--- src/design/apknn_pkg.sv ---
// ============================================================================
// apknn_pkg
// Shared types and constants for the all-points k-nearest-neighbor block.
// ============================================================================
package apknn_pkg;

    localparam int COORD_W = 16;
    localparam int DSQ_W   = 34;   // 3 * (2^16-1)^2 < 2^34
    localparam int DIST_W  = 17;
    localparam int IDX_W   = 7;
    localparam int RANK_W  = 3;
    localparam int CNT_W   = 8;

    localparam logic CMD_WRITE = 1'b0;
    localparam logic CMD_QUERY = 1'b1;

    typedef struct packed {
        logic               cmd;
        logic [IDX_W-1:0]   point_index;
        logic [COORD_W-1:0] coord_x;
        logic [COORD_W-1:0] coord_y;
        logic [COORD_W-1:0] coord_z;
    } cmd_t;

    typedef struct packed {
        logic [IDX_W-1:0]  neighbor_index;
        logic [DIST_W-1:0] distance;
        logic [RANK_W-1:0] rank;
        logic              last;
    } result_t;

    typedef enum logic [2:0] {
        ST_IDLE,
        ST_LOADQ,
        ST_SCAN,
        ST_DRAIN,
        ST_SQRT,
        ST_EMIT
    } state_t;

    // Status from the distance pipe toward the sorter.
    typedef struct packed {
        logic              valid;
        logic [IDX_W-1:0]  idx;
        logic [DSQ_W-1:0]  dsq;
    } cand_t;

endpackage

--- src/design/apknn_sqrt.sv ---
// ============================================================================
// apknn_sqrt
// Bit-serial floor square root, one result bit per cycle.
// ============================================================================
module apknn_sqrt
(
    input  logic                              clk,
    input  logic                              rst_n,
    input  logic                              start,
    input  logic [apknn_pkg::DSQ_W-1:0]       value,
    output logic                              done,
    output logic [apknn_pkg::DIST_W-1:0]      root
);
    localparam int RW = apknn_pkg::DIST_W;
    localparam int VW = 2 * RW;   // 34, matches DSQ_W

    logic [VW-1:0]          rem_reg;
    logic [RW-1:0]          res_reg;
    logic [VW-1:0]          src_reg;
    logic [4:0]             cnt_reg;
    logic                   busy_reg;
    logic [VW-1:0]          rem_sh;
    logic [VW-1:0]          trial;

    assign rem_sh = {rem_reg[VW-3:0], src_reg[VW-1 -: 2]};
    assign trial  = {{(VW-RW-2){1'b0}}, res_reg, 2'b01};

    always_ff @(posedge clk or negedge rst_n)
    begin
        if (!rst_n)
        begin
            busy_reg <= 1'b0;
            done     <= 1'b0;
            cnt_reg  <= '0;
        end
        else
        begin
            done <= 1'b0;
            if (start)
            begin
                busy_reg <= 1'b1;
                cnt_reg  <= 5'(RW);
            end
            else if (busy_reg)
            begin
                cnt_reg <= cnt_reg - 5'd1;
                if (cnt_reg == 5'd1)
                begin
                    busy_reg <= 1'b0;
                    done     <= 1'b1;
                end
            end
        end
    end

    always_ff @(posedge clk)
    begin
        if (start)
        begin
            src_reg <= value;
            rem_reg <= '0;
            res_reg <= '0;
        end
        else if (busy_reg)
        begin
            src_reg <= {src_reg[VW-3:0], 2'b00};
            if (rem_sh >= trial)
            begin
                rem_reg <= rem_sh - trial;
                res_reg <= {res_reg[RW-2:0], 1'b1};
            end
            else
            begin
                rem_reg <= rem_sh;
                res_reg <= {res_reg[RW-2:0], 1'b0};
            end
        end
    end

    assign root = res_reg;
endmodule

--- config.mk ---
export PLATFORM = sky130hd
export DESIGN_NAME = apknn_sqrt
export DESIGN_NICKNAME = d
export VERILOG_FILES = /design/src/design/apknn_pkg.sv /design/src/design/apknn_sqrt.sv
export SDC_FILE = /design/constraint.sdc
export NUM_CORES = 1
export LEC_CHECK = 0
export BUFFER_PORTS_ARGS = -buffer_cell sky130_fd_sc_hd__buf_2
export CAP_MARGIN = 10
export CORE_MARGIN = 2
export CORE_UTILIZATION = 25
export CTS_CLUSTER_SIZE = 30
export DETAILED_ROUTE_END_ITERATION = 6
export GPL_ROUTABILITY_DRIVEN = 0
export MAX_ROUTING_LAYER = met4
export PLACE_DENSITY_LB_ADDON = 0.08
export SETUP_SLACK_MARGIN = 0.1
export SLEW_MARGIN = 20
export SYNTH_ARGS = -nofsm -noshare
export SYNTH_HDL_FRONTEND = slang
export SYNTH_SLANG_ARGS = --single-unit
--- constraint.sdc ---
create_clock -name clk -period 3.67 [get_ports clk]
set_input_delay 0 -clock clk [delete_from_list [all_inputs] [get_ports clk]]
set_output_delay 0 -clock clk [all_outputs]
set_load 0.01 [all_outputs]
**Word level (Yosys, flattened, before mapping)**

Cells that the tools add are included.

- Bits in registers: 90
- Input bits: 37
- Word-level logic and storage cells: 23

- $add $sub $neg: 2
- Order comparisons: 1
- Equal/unequal tests: 1
- Multiplexer cells: 12
- Reduce and logical (&&, ||, !) cells: 1

Operators by type and width:

| cell | count |
|---|---|
| 34-bit two-way mux | 2 |
| 34-bit by 19-bit >= comparator with 1-bit output | 1 |
| 32-bit two-way mux | 1 |
| 32-bit by 19-bit subtractor with 32-bit output | 1 |
| 5-bit two-way mux | 2 |
| 1-bit two-way mux | 7 |
| 5-bit by 1-bit == test with 1-bit output (second input constant) | 1 |
| 5-bit by 1-bit subtractor with 5-bit output (second input constant) | 1 |
| 2-bit nonzero test | 1 |

**Logic depth before layout (Yosys ltp)**

- Word-level depth: 4
- Mapped depth: 11
- Depth with buffers taken out: 9

**Worst setup path before layout**

OpenSTA, ideal clock, no wires.

- Kind: register to register
- Start point: register res_reg[7], in the netlist root[7]
- End point: register rem_reg[19]
- Setup time: 0.115 ns
- Arrival time: 2.802 ns
- Data required time: 3.555 ns
- Setup slack: 0.753 ns
- Cell stages (with the launch flop): 11
- Buffers on the path: 1
- Period minus slack after synthesis: 2.917 ns
- Cells stage by stage: dfxtp_1 > inv_1 > ha_1 > a21o_1 > a221o_1 > a211oi_2 > o41ai_1 > a41o_1 > clkbuf_1 > or2_2 > a2111oi_0

- Word-level cells in the longest chain between the ends: 2
- Elaborated cells on any way between the ends: 3
- Classes of those cells: add/sub (1); order compare (1); mux (1)

RTL lines:

| element | RTL line | source |
|---|---|---|
| start, declared | apknn_sqrt.sv:18 | `logic [RW-1:0] res_reg;` |
| start signal, assigned | apknn_sqrt.sv:70 | `res_reg <= {res_reg[RW-2:0], 1'b1};` |
| start signal, assigned | apknn_sqrt.sv:75 | `res_reg <= {res_reg[RW-2:0], 1'b0};` |
| 32-bit by 19-bit subtractor with 32-bit output or 34-bit by 19-bit >= comparator with 1-bit output (tied branches) | apknn_sqrt.sv:69, apknn_sqrt.sv:67 |  |
| 32-bit two-way mux * | apknn_sqrt.sv:67 | `if (rem_sh >= trial)` |
| end signal, assigned | apknn_sqrt.sv:69 | `rem_reg <= rem_sh - trial;` |
| end signal, assigned | apknn_sqrt.sv:74 | `rem_reg <= rem_sh;` |
| end, declared | apknn_sqrt.sv:17 | `logic [VW-1:0] rem_reg;` |

Every way passes the cells marked *; elsewhere a longest branch is shown, timed or not.
A chain may end at the register's enable or synchronous reset.

**Worst setup path in the final report**

- Start point: register res_reg[7], in the netlist root[7]
- End point: register rem_reg[31]

The elaborated chain is that of the path after synthesis.

==> metrics.md <==
| Metric | Value |
|---|---|
| Status | finished clean |
| P_sw | roughly 2 mW |
| Root Driver | clkbuf_16 |
| Initial Util | approximately a quarter |
| Antenna violation net count after detailed routing | 0 |
| Die Ht | 146.1 um |
| Warnings, synthesis | 0 |
| Leading area contributor after synthesis | edfxtp_1 |
| Iteration-0 DRC Markers | about 210 |
| Worst setup path startpoint | root[7]$_SDFFE_PP0P_ |
| Clock Skews | about 0.008 ns |
| Max Cap Viol | 0 |
| Die Width | roughly 150 um |
| Final setup TNS | 0 ns |
| GR Util All Layers | between 10 and 15% |
| Rel. slew slack | between 30% and 40% |
| HP Class | primary input to asynchronous set/reset pin |
| Share of the synthesized area in the top cell type | 20.22% |
| Reg power frac | about a third |
| DR WL/cell | 14.64 um |
| Pwr per Cell Area | roughly 790 nW/um2 |
| Fin crit share | between 80% and 90% |
| Largest net degree at the start of global routing | 88 |
| Comb pwr share | ~49% |
| Clock Tree Buf Depth | 2 |
| Row Count | 51 |
| Hold_ws | 0.01009 ns |
| Leakage | roughly 2.6 nW |
| DP Wirelength | just under 9000 um |
| Startpoint types | flip-flop |
| Largest register FFs | 34 |
| Least-Margin Pin Slew | 0.9934 ns |
| Worst Path Required | between 3 and 4 ns |
| Fmax | about 0.32 GHz |
| Sw Share | 41.60% |
| DRC Markers | 0 |
| Fin crit period | 3.155 ns |
| Gr ovfl total | 0 |
| Syn Area/Cell | ~9.8 um2 |
| Mapped cell area | between 5000 and 6000 um2 |
| Reg2Reg Launch Point | root[7]$_SDFFE_PP0P_ |
| Syn-to-layout area delta | 23.84% |
| Gate Count Post-Synth | 517 |
| Synth Register Bits | 90 |
| Worst Path Arrival | about 3.4 ns |
| Ys flop type | dfxtp_1 |
| TritonCTS clock tree | done |
| Non-Filler Instances | 870 |
| Nature of the critical path endpoint | flip-flop |
| Final core occ | between 30% and 40% |
| Layout filler cell count | around 2100 |
| Mapped Nets | 575 |
| Top-Level Pins | 55 |
| VDD IR max | 267.3 uV |
| Hold-fix buffers, CTS | 35 |
| DP Cell Count | roughly 820 |
| H-Tree Depth | 3 |
| Worst-path clk slew | 0.08 ns |
| Number of flops mapped to enable cells by yosys | 34 |
| Drt first pass iters | 4 |
| Clock Power Share | around 19% |
| Core area | approximately 20000 um2 |
| # nets final | roughly 660 |
| Kind of critical path | flip-flop to flip-flop |
| Final Hold Viols | 0 |
| Initial antenna violation count | 0 |
| Share of cells above drive strength 1 | just over 20% |
| Internal | ~2.9 mW |
| Seq/Total Area, Yosys | 43.12% |
| Setup repair bufs after CTS | 0 |
| Num CTS Buffers | 9 |
| Setup-failing EPs final | 0 |
| Post-CTS Resized | 0 |
| Port buffer count | 54 |
| FFs w/ async S/R, synth | under 10% |
| Netlist cell types | 64 |
| Critical path fanouts, max | 12 |
| RSZ-0062 raised after global routing | no |
| Clk_lat worst skew | roughly 0.36 ns |
| Max-slew violation count | 0 |
| Clk sink count | 90 |
| Antenna Cells | 0 |
| Vias/cell | approximately 4.7 |
| Drt total wl | roughly 13000 um |
| Vias post-DR | roughly 4100 |
| First-pass GRT wire length | approximately 21000 um |
| Synth top area cells | edfxtp_1 (20%), dfxtp_1 (19%), mux2_2 (7.1%) |
| Total die area | between 20000 and 25000 um2 |
| Vias in the first global route | approximately 4000 |
-- final timing paths --
kind / slack [ns] / endpoint / cells after the start
worst min register to register: 0.49 / rem_reg[31]$_SDFFE_PP0P_ / 2
worst max-delay path: 0.51 / rem_reg[31]$_SDFFE_PP0P_ / 9
worst min-delay path: 0.01 / cnt_reg[2]$_DFFE_PN0P_ / 2
max in group asynchronous: 3.48 / busy_reg$_DFF_PN0_ / 2
min in group clk: 0.28 / cnt_reg[2]$_DFFE_PN0P_ / 2
worst max register to register: 0.51 / rem_reg[31]$_SDFFE_PP0P_ / 9
-- cell type report --
cell class	count	area (um2)	share of cell area, %
sequential	90	2178	34.84
clock inverter	7	76.32	1.221
timing repair buffer	97	683.2	10.93
inverter	31	116.4	1.861
clock buffer	9	225.2	3.602
tap	265	331.6	5.303
multi-input combinational	371	2641	42.25
-- synthesized netlist by cell type (3+ instances only) --
| library cell | number |
|---|---|
| mux2i_1 | 21 |
| a211oi_1 | 5 |
| or2_2 | 3 |
| nand2_1 | 41 |
| edfxtp_1 | 34 |
| nand3_1 | 10 |
| a311oi_1 | 15 |
| or4_1 | 5 |
| or3_1 | 7 |
| xor2_1 | 6 |
| nand2b_1 | 8 |
| inv_1 | 31 |
| a21oi_1 | 16 |
| nor4_1 | 4 |
| o31ai_1 | 6 |
| xnor2_1 | 13 |
| a41o_1 | 3 |
| dfrtp_1 | 7 |
| nand3b_1 | 3 |
| mux2_2 | 32 |
| ha_1 | 21 |
| buf_2 | 4 |
| a31oi_1 | 4 |
| o21ai_0 | 17 |
| a21o_1 | 4 |
| a2111oi_0 | 3 |
| o21a_1 | 7 |
| nor2b_1 | 5 |
| clkbuf_1 | 17 |
| nand4b_1 | 4 |
| dfxtp_1 | 49 |
| nor2_1 | 58 |
| o211ai_1 | 3 |
| nor3_1 | 9 |
| and2_1 | 3 |
-- power groups by stage --
stage | sequential, mW | clock, mW | combinational [mW]
after CTS | 1.57 | 0.983 | 2.43
after global routing | 1.61 | 1.04 | 2.72
final | 1.57 | 0.949 | 2.41
after detailed placement | 1.59 | 0 | 2.39
after global placement | 1.59 | 0 | 2.41
after floorplan | 1.49 | 0 | 1.91
-- routing by layer --
metal  wire [um]  up-vias  track usage, %
met5           0        -               -
met4         135        0           3.738
met3         524        8           3.250
met2        6001       82           20.14
met1        6077     1927           16.17
li1            -     2069               -
-- cells by family (layout without fill, tap and decap cells) --
group | after synthesis | count (layout) | share of synthesized area (%)
compound gates | 107 | 107 | 15.59
xor+xnor | 19 | 19 | 3.296
fa+ha+maj | 21 | 21 | 5.204
buf+inv | 56 | 144 | 4.560
flops | 90 | 90 | 43.12
mux | 53 | 53 | 11.30
simple gates | 171 | 171 | 16.93
-- critical path: stages, from the launching register on --
cell,delay (ns)
dfxtp_1,0.38
inv_1,0.06
ha_1,0.37
a21o_1,0.23
a221o_1,0.38
a211oi_2,0.29
o41ai_1,0.18
a41o_1,0.40
or4_1,0.51
a311oi_1,0.25
-- through the flow --
step           worst slack, ns  power [mW]  instance area (um2)
2_1_floorplan           0.7531       3.401                 5049
6_report                0.5146       4.922                 6252
3_5_place_dp            0.4726       3.977                 5600
5_1_grt                 0.2070       5.364                 6252
3_3_place_gp            0.6102       3.994                 5600
4_1_cts                 0.4814       4.984                 6252
-- placed cells by master, fill, tap and decap left out, drive strengths merged, types with 8 or more instances in the layout --
| cell | synthesis | layout |
|---|---|---|
| a21oi | 16 | 16 |
| a311oi | 15 | 15 |
| buf | 8 | 62 |
| clkbuf | 17 | 9 |
| dfxtp | 49 | 49 |
| dlygate4sd3 | 0 | 35 |
| edfxtp | 34 | 34 |
| ha | 21 | 21 |
| inv | 31 | 36 |
| mux2 | 32 | 32 |
| mux2i | 21 | 21 |
| nand2 | 41 | 41 |
| nand2b | 8 | 8 |
| nand3 | 10 | 10 |
| nor2 | 58 | 58 |
| nor3 | 9 | 9 |
| o21ai | 18 | 18 |
| xnor2 | 13 | 13 |
Note: power is estimated with default switching activity, not from simulation.
