[src/design/apknn_pkg.sv]
// ============================================================================
// apknn_pkg
// Shared types and constants for the all-points k-nearest-neighbor block.
// ============================================================================
package apknn_pkg;

    localparam int COORD_W = 16;
    localparam int DSQ_W   = 34;   // 3 * (2^16-1)^2 < 2^34
    localparam int DIST_W  = 17;
    localparam int IDX_W   = 7;
    localparam int RANK_W  = 3;
    localparam int CNT_W   = 8;

    localparam logic CMD_WRITE = 1'b0;
    localparam logic CMD_QUERY = 1'b1;

    typedef struct packed {
        logic               cmd;
        logic [IDX_W-1:0]   point_index;
        logic [COORD_W-1:0] coord_x;
        logic [COORD_W-1:0] coord_y;
        logic [COORD_W-1:0] coord_z;
    } cmd_t;

    typedef struct packed {
        logic [IDX_W-1:0]  neighbor_index;
        logic [DIST_W-1:0] distance;
        logic [RANK_W-1:0] rank;
        logic              last;
    } result_t;

    typedef enum logic [2:0] {
        ST_IDLE,
        ST_LOADQ,
        ST_SCAN,
        ST_DRAIN,
        ST_SQRT,
        ST_EMIT
    } state_t;

    // Status from the distance pipe toward the sorter.
    typedef struct packed {
        logic              valid;
        logic [IDX_W-1:0]  idx;
        logic [DSQ_W-1:0]  dsq;
    } cand_t;

endpackage

[src/design/apknn_dist.sv]
// ============================================================================
// apknn_dist
// Squared Euclidean distance pipe: diff stage, square stage, sum stage.
// ============================================================================
module apknn_dist
(
    input  logic                                clk,
    input  logic                                rst_n,
    input  logic                                in_valid,
    input  logic [apknn_pkg::IDX_W-1:0]         in_idx,
    input  logic [3*apknn_pkg::COORD_W-1:0]     qpt,
    input  logic [3*apknn_pkg::COORD_W-1:0]     cpt,
    output apknn_pkg::cand_t                    cand
);
    localparam int CW = apknn_pkg::COORD_W;

    logic                            v1_reg, v2_reg, v3_reg;
    logic [apknn_pkg::IDX_W-1:0]     i1_reg, i2_reg, i3_reg;
    logic [CW-1:0]                   d_reg  [3];
    logic [2*CW-1:0]                 s_reg  [3];
    logic [apknn_pkg::DSQ_W-1:0]     sum_reg;

    always_ff @(posedge clk or negedge rst_n)
    begin
        if (!rst_n)
        begin
            v1_reg <= 1'b0;
            v2_reg <= 1'b0;
            v3_reg <= 1'b0;
        end
        else
        begin
            v1_reg <= in_valid;
            v2_reg <= v1_reg;
            v3_reg <= v2_reg;
        end
    end

    always_ff @(posedge clk)
    begin
        for (int c = 0; c < 3; c++)
        begin
            // absolute difference
            if (qpt[c*CW +: CW] >= cpt[c*CW +: CW])
                d_reg[c] <= qpt[c*CW +: CW] - cpt[c*CW +: CW];
            else
                d_reg[c] <= cpt[c*CW +: CW] - qpt[c*CW +: CW];
            s_reg[c] <= d_reg[c] * d_reg[c];
        end
        sum_reg <= {2'b00, s_reg[0]} + {2'b00, s_reg[1]} + {2'b00, s_reg[2]};
        i1_reg  <= in_idx;
        i2_reg  <= i1_reg;
        i3_reg  <= i2_reg;
    end

    assign cand.valid = v3_reg;
    assign cand.idx   = i3_reg;
    assign cand.dsq   = sum_reg;
endmodule

[config.mk]
export PLATFORM = sky130hd
export DESIGN_NAME = apknn_dist
export DESIGN_NICKNAME = d
export VERILOG_FILES = /design/src/design/apknn_pkg.sv /design/src/design/apknn_dist.sv
export SDC_FILE = /design/constraint.sdc
export NUM_CORES = 2
export LEC_CHECK = 0
export BUFFER_PORTS_ARGS = -buffer_cell sky130_fd_sc_hd__buf_4
export CAP_MARGIN = 15
export CELL_PAD_IN_SITES_DETAIL_PLACEMENT = 1
export CELL_PAD_IN_SITES_GLOBAL_PLACEMENT = 1
export CORE_MARGIN = 5
export CORE_UTILIZATION = 40
export DETAILED_ROUTE_END_ITERATION = 8
export PLACE_DENSITY = 0.79
export SLEW_MARGIN = 20
export SYNTH_ARGS = -nofsm -noshare
export SYNTH_HDL_FRONTEND = slang
export SYNTH_SLANG_ARGS = --single-unit
export TNS_END_PERCENT = 30
[constraint.sdc]
create_clock -name clk -period 15.7 [get_ports clk]
set_clock_uncertainty 0.05 [all_clocks]
set_input_delay 0 -clock clk [delete_from_list [all_inputs] [get_ports clk]]
set_output_delay 0 -clock clk [all_outputs]
set_load 0.01 [all_outputs]
# Yosys cells after proc, flatten, opt, wreduce, memory -nomap -nowiden
# Memory sizes are Yosys's and may differ from the RTL's.
# Index checks and enable logic that the tools add are counted.
[word_totals]
rom_bits = 0
regBits = 58
ram_bits = 144
mem_count = 2
out_inout_bits = 42
latch_bits = 0
inputBits = 106
[classes]
order_cmp = 3
n_mux = 12
eq_ne = 0
bitwise_logic = 3
n_shift = 0
n_mul = 3
n_reduce_logical = 0
n_div = 0
addsub = 8
[memory_table]
columns = ["memory", "depth", "width", "rd", "rd_clocked_by_memory_dff", "write_ports", "line", "rtl"]
rows = [
  ["s_reg", 3, 32, 3, 0, 3, "apknn_dist.sv:20", "logic [2*CW-1:0] s_reg [3];"],
  ["d_reg", 3, 16, 3, 0, 3, "apknn_dist.sv:19", "logic [CW-1:0] d_reg [3];"],
]
[ops]
columns = ["operator", "n"]
rows = [
  ["multiplier 16 x 16 -> 32 bit", 3],
  ["subtractor 16 bit", 6],
  ["greater-or-equal comparator 16 bit", 3],
  ["two-way mux 16 bit", 3],
  ["adder 33 x 32 -> 34 bit", 1],
  ["adder 32 x 32 -> 33 bit", 1],
  ["two-way mux 1 bit", 9],
  ["OR 1 bit", 3],
]

# Depth between registers and ports, before layout
[depth]
ltp_word = 4
mapped_depth = 25
mapped_depth_nobuf = 23

# Worst setup path after synthesis
# No wires, ideal clock.
[synth_timing]
kind = "reg2reg"
start = "memory d_reg[0][8] (netlist name)"
end = "memory s_reg[0][31] (netlist name)"
t_arrival_ns = 5.931
slack_ns = 9.603
t_required_ns = 15.535
setup_time_ns = 0.115
stages_incl_launch_ff = 25
cell_sequence = "dfxtp_1 > clkbuf_1 > nand2_1 > inv_1 > fa_1 > inv_1 > fa_1 > inv_1 > fa_1 > inv_1 > fa_1 > inv_1 > fa_1 > inv_1 > fa_1 > inv_1 > ha_1 > o21a_1 > o21bai_1 > o21ai_0 > or2_1 > a22o_1 > or4_1 > a21o_1 > and3_1"
[synth_rtl]
columns = ["element", "line"]
rows = [
  ["start: declaration", "apknn_dist.sv:19"],
  ["end: declaration", "apknn_dist.sv:20"],
]

==> results.txt <==
----------------------------------------------------
[Status]
  Status ... finished, final reports clean

[Placement]
  Buffers on Ports ... roughly 150
  Global placement routability congestion ... between 0.8 and 0.9
  Placed standard-cell area ... 34600 sq um
  HPWL after DPL ... 69600 um
  Total instance count after detailed placement ... roughly 4700

[Global route]
  Remaining global-route overflow ... 0
  Antenna violations before repair ... 6
  GR Util All Layers ... 19.8%
  Global-route wire length before repair ... 140000 um
  Vias in the first global route ... 27900
  Maximum number of pins on one net before global-route repair ... 24

[Synth]
  Most common flop cell mapped by yosys ... sky130_fd_sc_hd__dfxtp_1
  Number of enable-type register cells in the synthesized netlist ... 0
  Seq/Total Area, Yosys ... around an eighth
  #FFs+latches synth ... 199
  Mapped Cells ... roughly 3600
  Distinct cells, synth ... 76
  Synthesis Warnings ... 0
  Average instance area after synthesis ... 8.95 sq um
  Syn Std Cell Area ... 32500 sq um
  Post-synth ARST share ... under 10%

[Finish]
  Final core area utilization ... 44.8%
  Fin cells ... 4861
  Layout cells sized above 1 ... 5.82%
  Sequential Area ... about 4000 sq um
  Layout Area Growth over Synthesis ... 10.8%
  Final design instance area without fill ... 36100 sq um
  Multi-input combinational cell area ... 24900 sq um
  Largest register FFs ... between 90 and 100
  Final nets ... ~4800
  Number of filler instances in the final layout ... 9357

[Clock network]
  Post_cts resized ... 0
  Maximum root-to-sink buffer count ... 2
  Root cell of the clock tree ... sky130_fd_sc_hd__clkbuf_16
  Number of clock sinks ... about 200
  TritonCTS Buffers ... 17
  Latest clock arrival within the worst-skew pair ... 0.51 ns
  Clock transition at the registers of the reported paths ... approximately 0.090 ns
  TritonCTS clock tree ... done
  Clock H-tree levels ... 4

[Floorplan]
  Horiz. Die Dim ... 295 um
  Die Outline Area ... 87200 sq um
  Standard-cell row count ... 104
  Die Y-Extent ... 295 um
  Area of the core ... 80500 sq um
  Number of I/O pins ... 148
  Starting density of the core ... 40.4%

[Timing]
  Minimum clock period ... between 6 and 7 ns
  Worst slew margin relative to its limit ... 29.8%
  Final hold violation count ... 0
  Setup violations, final ... 0
  Max Fclk ... 0.150 GHz
  Setup repair after global routing missed its margin ... no
  Worst slew pin tran ... 1.05 ns
  Setup Total Neg Slack ... 0 ns
  Final worst path period share ... 42.5%
  Pins over their slew limit ... 0

[Routing]
  Aggregate routed wire length ... 84100 um
  Average wire per cell in the routed design ... between 15 and 20 um
  Antenna viol nets, final ... 0
  Final routed DRC violation total ... 0
  Routed via count divided by cell count ... 5.08
  Count of TritonRoute iterations in the first routing pass ... 6
  Iter 0 DRT Violations ... 1216
  Via count ... roughly 25000

[Setup path]
  Critical path class ... reg -> reg
  Data arrival time at the worst-slack endpoint ... 7.03 ns
  Data required time of the worst path ... roughly 16 ns
  Max FO, Critical Path ... 17
  Category of the worst setup path capture point ... flip-flop
  Nature of the critical path startpoint ... flip-flop

[Job]
  Max-capacitance violation count ... 0

[Worst hold path]
  Min-Delay Path Class ... in -> reg

----------------------------------------------------
critical path, stage by stage, from the launching register on:
cell	delay [ns]
sky130_fd_sc_hd__dfxtp_1	0.80
sky130_fd_sc_hd__and2_1	0.27
sky130_fd_sc_hd__inv_1	0.06
sky130_fd_sc_hd__fa_1	0.48
sky130_fd_sc_hd__inv_1	0.08
sky130_fd_sc_hd__fa_1	0.50
sky130_fd_sc_hd__inv_1	0.05
sky130_fd_sc_hd__fa_1	0.53
sky130_fd_sc_hd__inv_1	0.05
sky130_fd_sc_hd__fa_1	0.45
sky130_fd_sc_hd__fa_1	0.49
sky130_fd_sc_hd__inv_1	0.05
sky130_fd_sc_hd__fa_1	0.47
sky130_fd_sc_hd__inv_1	0.04
sky130_fd_sc_hd__ha_1	0.34
sky130_fd_sc_hd__nand2_1	0.12
sky130_fd_sc_hd__o21bai_1	0.13
sky130_fd_sc_hd__o21ai_0	0.14
sky130_fd_sc_hd__or2_1	0.30
sky130_fd_sc_hd__a22o_1	0.26
sky130_fd_sc_hd__o41ai_1	0.63
sky130_fd_sc_hd__nand4b_1	0.16
sky130_fd_sc_hd__o311ai_0	0.11
synthesized netlist by cell type (24+ instances only):
cell / instances / area [sq um]
sky130_fd_sc_hd__mux2i_1: 24 / 240
sky130_fd_sc_hd__o21ai_0: 92 / 460
sky130_fd_sc_hd__inv_1: 863 / 3240
sky130_fd_sc_hd__clkbuf_1: 94 / 353
sky130_fd_sc_hd__dfxtp_1: 196 / 3920
sky130_fd_sc_hd__a21o_1: 92 / 691
sky130_fd_sc_hd__a211oi_1: 24 / 180
sky130_fd_sc_hd__xnor2_1: 115 / 1010
sky130_fd_sc_hd__a31oi_1: 30 / 188
sky130_fd_sc_hd__nor2b_1: 39 / 244
sky130_fd_sc_hd__and2_1: 135 / 845
sky130_fd_sc_hd__ha_1: 423 / 5290
sky130_fd_sc_hd__fa_1: 525 / 10500
sky130_fd_sc_hd__xor2_1: 61 / 534
sky130_fd_sc_hd__nand2_1: 304 / 1140
sky130_fd_sc_hd__a21oi_1: 157 / 786
sky130_fd_sc_hd__nor2_1: 145 / 544
sky130_fd_sc_hd__nand3_1: 38 / 190
sky130_fd_sc_hd__o21a_1: 25 / 188
stage by stage:
stage               hold WS, ns  setup WS, ns
finish                   0.0267          9.02
global route             0.0527          8.71
CTS                   0.0000221          9.06
detailed placement       -0.258          9.11
global placement         -0.261          9.23
floorplan                -0.346          9.60
kinds of logic (layout without fill, tap and decap cells):
group	count (synthesis)	after routing	share of synthesized area, %
xor gates and xnor gates	176	176	4.74
and+or+nand+nor	768	768	11.2
buffers and inverters	971	1131	11.3
DFF	199	199	12.3
muxes	33	33	1.05
AOI/OAI and AO/OA	542	542	10.9
other	1	4	0.0115
adders and majority gates	948	948	48.6
cell usage in the layout (no fill, tap or decap), types with 17 or more instances in the layout:
cell / count
sky130_fd_sc_hd__inv_1: 863
sky130_fd_sc_hd__fa_1: 525
sky130_fd_sc_hd__ha_1: 423
sky130_fd_sc_hd__nand2_1: 304
sky130_fd_sc_hd__dfxtp_1: 196
sky130_fd_sc_hd__a21oi_1: 157
sky130_fd_sc_hd__buf_4: 147
sky130_fd_sc_hd__nor2_1: 145
sky130_fd_sc_hd__and2_1: 135
sky130_fd_sc_hd__xnor2_1: 115
sky130_fd_sc_hd__o21ai_0: 92
sky130_fd_sc_hd__a21o_1: 92
sky130_fd_sc_hd__dlygate4sd3_1: 89
sky130_fd_sc_hd__xor2_1: 61
sky130_fd_sc_hd__nor2b_1: 39
sky130_fd_sc_hd__nand3_1: 38
sky130_fd_sc_hd__a31oi_1: 30
sky130_fd_sc_hd__o21a_1: 25
sky130_fd_sc_hd__a211oi_1: 24
sky130_fd_sc_hd__mux2i_1: 24
sky130_fd_sc_hd__nor3_1: 23
sky130_fd_sc_hd__and3_1: 18
sky130_fd_sc_hd__clkbuf_16: 17
per-layer routing:
| metal | up-vias | GRT usage, % | part of all wire [%] |
|---|---|---|---|
| li1 | 11600 | - | - |
| met3 | 120 | 2.32 | 3.6 |
| met4 | 0 | 5.05 | 2.2 |
| met5 | - | 0 | 0 |
| met1 | 12600 | 25.5 | 43 |
| met2 | 409 | 35.5 | 51 |
layout make-up:
type	instances	share of cell area [%]
antenna	1	0.00694
clock buffer	17	1.18
clock inverter	15	0.534
inverter	863	8.98
multi-input combinational	2470	69.0
sequential	199	11.1
tap	1060	3.68
timing repair buffer	236	5.53
final timing paths:
path | depth (start not counted) | slack [ns] | end | from
setup / recovery | 22 | 9.02 | s_reg[0][29] | d_reg[0][5]
hold / removal | 4 | 0.03 | d_reg[0][5] | qpt[5]
setup reg to reg | 22 | 9.02 | s_reg[0][29] | d_reg[0][5]
hold reg to reg | 0 | 0.28 | i2_reg[4] | i1_reg[4]
max in group asynchronous | 3 | 15.13 | v1_reg | rst_n
min in group asynchronous | 3 | 0.33 | v3_reg | rst_n
what timing repair did:
action,in CTS,in global routing
setup buffers,0,0
hold buffers,89,0
endpoints found under the hold margin,57,0
Power is not shown: default switching activity piles up to over one toggle a cycle in this logic, so the estimate is an artifact.
